File: src/rtl/mlps_ram.sv
// ----------------------------------------------------------------------------
// mlps_ram
// Generic single-write, single-read RAM with a registered read port.
// ----------------------------------------------------------------------------
module mlps_ram #(
   parameter int WIDTH = 8,
   parameter int DEPTH = 16,
   localparam int ADDR_W = (DEPTH > 1) ? $clog2(DEPTH) : 1
) (
   input  logic                    clock,
   input  logic                    we,
   input  logic [ADDR_W-1:0]       waddr,
   input  logic [WIDTH-1:0]        wdata,
   input  logic [ADDR_W-1:0]       raddr,
   output logic [WIDTH-1:0]        rdata
);

   logic [WIDTH-1:0] mem_ff [DEPTH];
   logic [WIDTH-1:0] rdata_ff;

   // Write port and registered read port.
   always_ff @(posedge clock) begin
      if (we) begin
         mem_ff[waddr] <= wdata;
      end
      rdata_ff <= mem_ff[raddr];
   end

   assign rdata = rdata_ff;

endmodule

File: config.mk
export PLATFORM = sky130hd
export DESIGN_NAME = mlps_ram
export DESIGN_NICKNAME = d
export VERILOG_FILES = /design/src/rtl/mlps_ram.sv
export SDC_FILE = /design/constraint.sdc
export NUM_CORES = 1
export LEC_CHECK = 0
export BUFFER_PORTS_ARGS = -buffer_cell sky130_fd_sc_hd__buf_4
export CAP_MARGIN = 20
export CELL_PAD_IN_SITES_DETAIL_PLACEMENT = 1
export CELL_PAD_IN_SITES_GLOBAL_PLACEMENT = 1
export CORE_MARGIN = 2
export CORE_UTILIZATION = 48
export CTS_CLUSTER_DIAMETER = 150
export DETAILED_ROUTE_END_ITERATION = 16
export GPL_ROUTABILITY_DRIVEN = 1
export PLACE_DENSITY_LB_ADDON = 0.1
export SLEW_MARGIN = 20
export SYNTH_ARGS = -nofsm -noshare
export SYNTH_HDL_FRONTEND = slang
export SYNTH_SLANG_ARGS = --single-unit
File: constraint.sdc
create_clock -name clock -period 1.65 [get_ports clock]
set_input_delay 0.0825 -clock clock [delete_from_list [all_inputs] [get_ports clock]]
set_output_delay 0.0825 -clock clock [all_outputs]
set_load 0.02 [all_outputs]
==> impl_metrics.ini <==
[floorplanning]
core_mm2 = 0.0104
fp.dieH_um = 108
ios = 26
start_util_pct = 49.6
die_w_um = 108
die-area_mm2 = 0.0116
num_rows = 37

[setup_path]
cp.arrival_ns = 1.75
crit_type = reg2reg
critPathLaunchType = flop
end_kind = flop
cp.required_ns = 2.03
crit_fanout = 1

[timing]
tns_ns = 0
timing.hold.ws_ns = 0.0996
slew_headroom_pct = 74.6
rsz0062_at_grt = no
fin_crit_sh_pct = 82.7
setup_viol = 0
worst_slack_ns = 0.286
worst_slew_pin_slew_ns = 0.381
maxSlewViolCount = 0
fin_skew_ns = 0.00854
hold_viol_final = 0
finalCriticalPeriod_ns = 1.36
max_freq_ghz = 0.733

[yosys]
netlist_area_mm2 = 0.00515
yosysTopAreaCell = edfxtp_1
synth_top_cell_area_share_pct = 74.7
ys_seq_area_share_pct = 77.8
ys_warn_count = 0
ys_top_cells_by_area = edfxtp_1 75%, mux4_2 7.9%, mux4_1 7.1%
ys_ff_latch = 136
synth.distinct_cells = 19
synthCells = 229
synth_nets = 247
avgSynthCellArea_um2 = 22.5

[drt]
drtPass1Iterations = 6
drc = 0
via_per_inst = 5.61
drt-initial-drc-count = 186
ant_nets = 0
routed_wl_mm = 10.4
vias = 2485
routedWlPerCell_um = 23.5

[place]
pre_cts_slack_ns = 0.173
place_congestion = 0.715
io_buffers = 25
hpwl_mm = 6.76

[min_path]
hold_class = in2reg

[final_layout]
synthToLayoutAreaGrowth_pct = 22.7
layout_common_cells = 128 x edfxtp_1, 44 x buf_4, 18 x mux4_2
drive_gt1_share_pct = 30.3
fillers = 896
antenna_cells = 0
nets = 312
mostFrequentLayoutCell = edfxtp_1

[cts]
cts_resized = 0
insertion_delay_ns = 0.51
cts.sinks = 136
cts.clk_slew.worst_paths_ns = 0.06
h-tree-depth = 4
cts-buffers-inserted = 17
root_buffer = clkbuf_8
cts_buffer_depth = 2
cts_setup_buffers = 0
cts_tree = done
ctsHoldBuffers = 8

[grt]
grt_max_degree = 17
first_global_vias = 2675
grt_pass1_wl_mm = 16.2
overflow = 0
antenna_found_initial = 0
grt_use_total_pct = 20.1

[power]
power_w = 0.00811
ir_drop_v = 0.000626
leakage_nw = 2.17
power.density_mw_per_mm2 = 1280

[run_status]
status = complete, no violations

[job]
max-cap-violations = 0
==> sequential cells by signal, indices dropped and copies added, names as in the netlist <==
register  cells
mem_ff      128
rdata         8
==> layer usage <==
layer  vias up  wire length (um)  track usage (%)
li1       1103                 -                -
met1      1319              4580             27.1
met2        61              5370             32.5
met3         2               427             5.15
met4         0                31             6.41
met5         -                 0                0
==> kinds of logic after synthesis <==
kind of cell    synth area share, %
simple gates                   3.18
flops                          77.8
compound gates                 2.33
mux                            15.0
buf+inv                        1.68
==> critical path: stages (launching register included) <==
cell,delay [ns]
edfxtp_1,0.37
mux4_1,0.50
a22oi_1,0.29
nand2_1,0.08
==> worst paths after layout <==
| check | startpoint | endpoint | slack (ns) | cells after the start |
|---|---|---|---|---|
| min reg2reg | mem_ff[4][1] | rdata[1] | 0.69 | 3 |
| min | waddr[0] | mem_ff[8][3] | 0.1 | 3 |
| max reg2reg | mem_ff[10][1] | rdata[1] | 0.29 | 3 |
| max | mem_ff[10][1] | rdata[1] | 0.29 | 3 |
==> per-stage QoR <==
step | utilization [%] | std cells | area (um2)
final | 60.9 | 443 | 6320
after global routing | 60.9 | 443 | 6320
after CTS | 60.9 | 443 | 6320
after detailed placement | 54.4 | 403 | 5640
after global placement | 54.4 | 403 | 5640
after floorplan | - | 229 | 5150
==> cell type report <==
class	instances	area (um2)	share of cell area (%)
clock buffers	24	450	7.13
clock inverters	8	145	2.30
multi-input cells	83	1060	16.7
flip-flops and latches	136	4000	63.4
well taps	136	170	2.69
repair buffers	56	490	7.76
==> cells in the mapped netlist (all sizes together) <==
library cell     n
nand2            9
buf              7
nor3             4
clkdlybuf4s25    3
dfxtp            8
or3b             1
edfxtp         128
nor2            13
mux4            32
and2             1
nor2b            1
nand2b           2
nand3b           2
a22oi           16
and2b            1
nand3            1
==> where the power goes <==
group | internal (W) | switching [W] | total [W]
Combinational | 0.000206 | 0.000232 | 0.000437
Sequential | 0.00386 | 0.0000277 | 0.00389
Clock | 0.00249 | 0.00129 | 0.00378
Note: power is estimated with default switching activity, not from simulation.
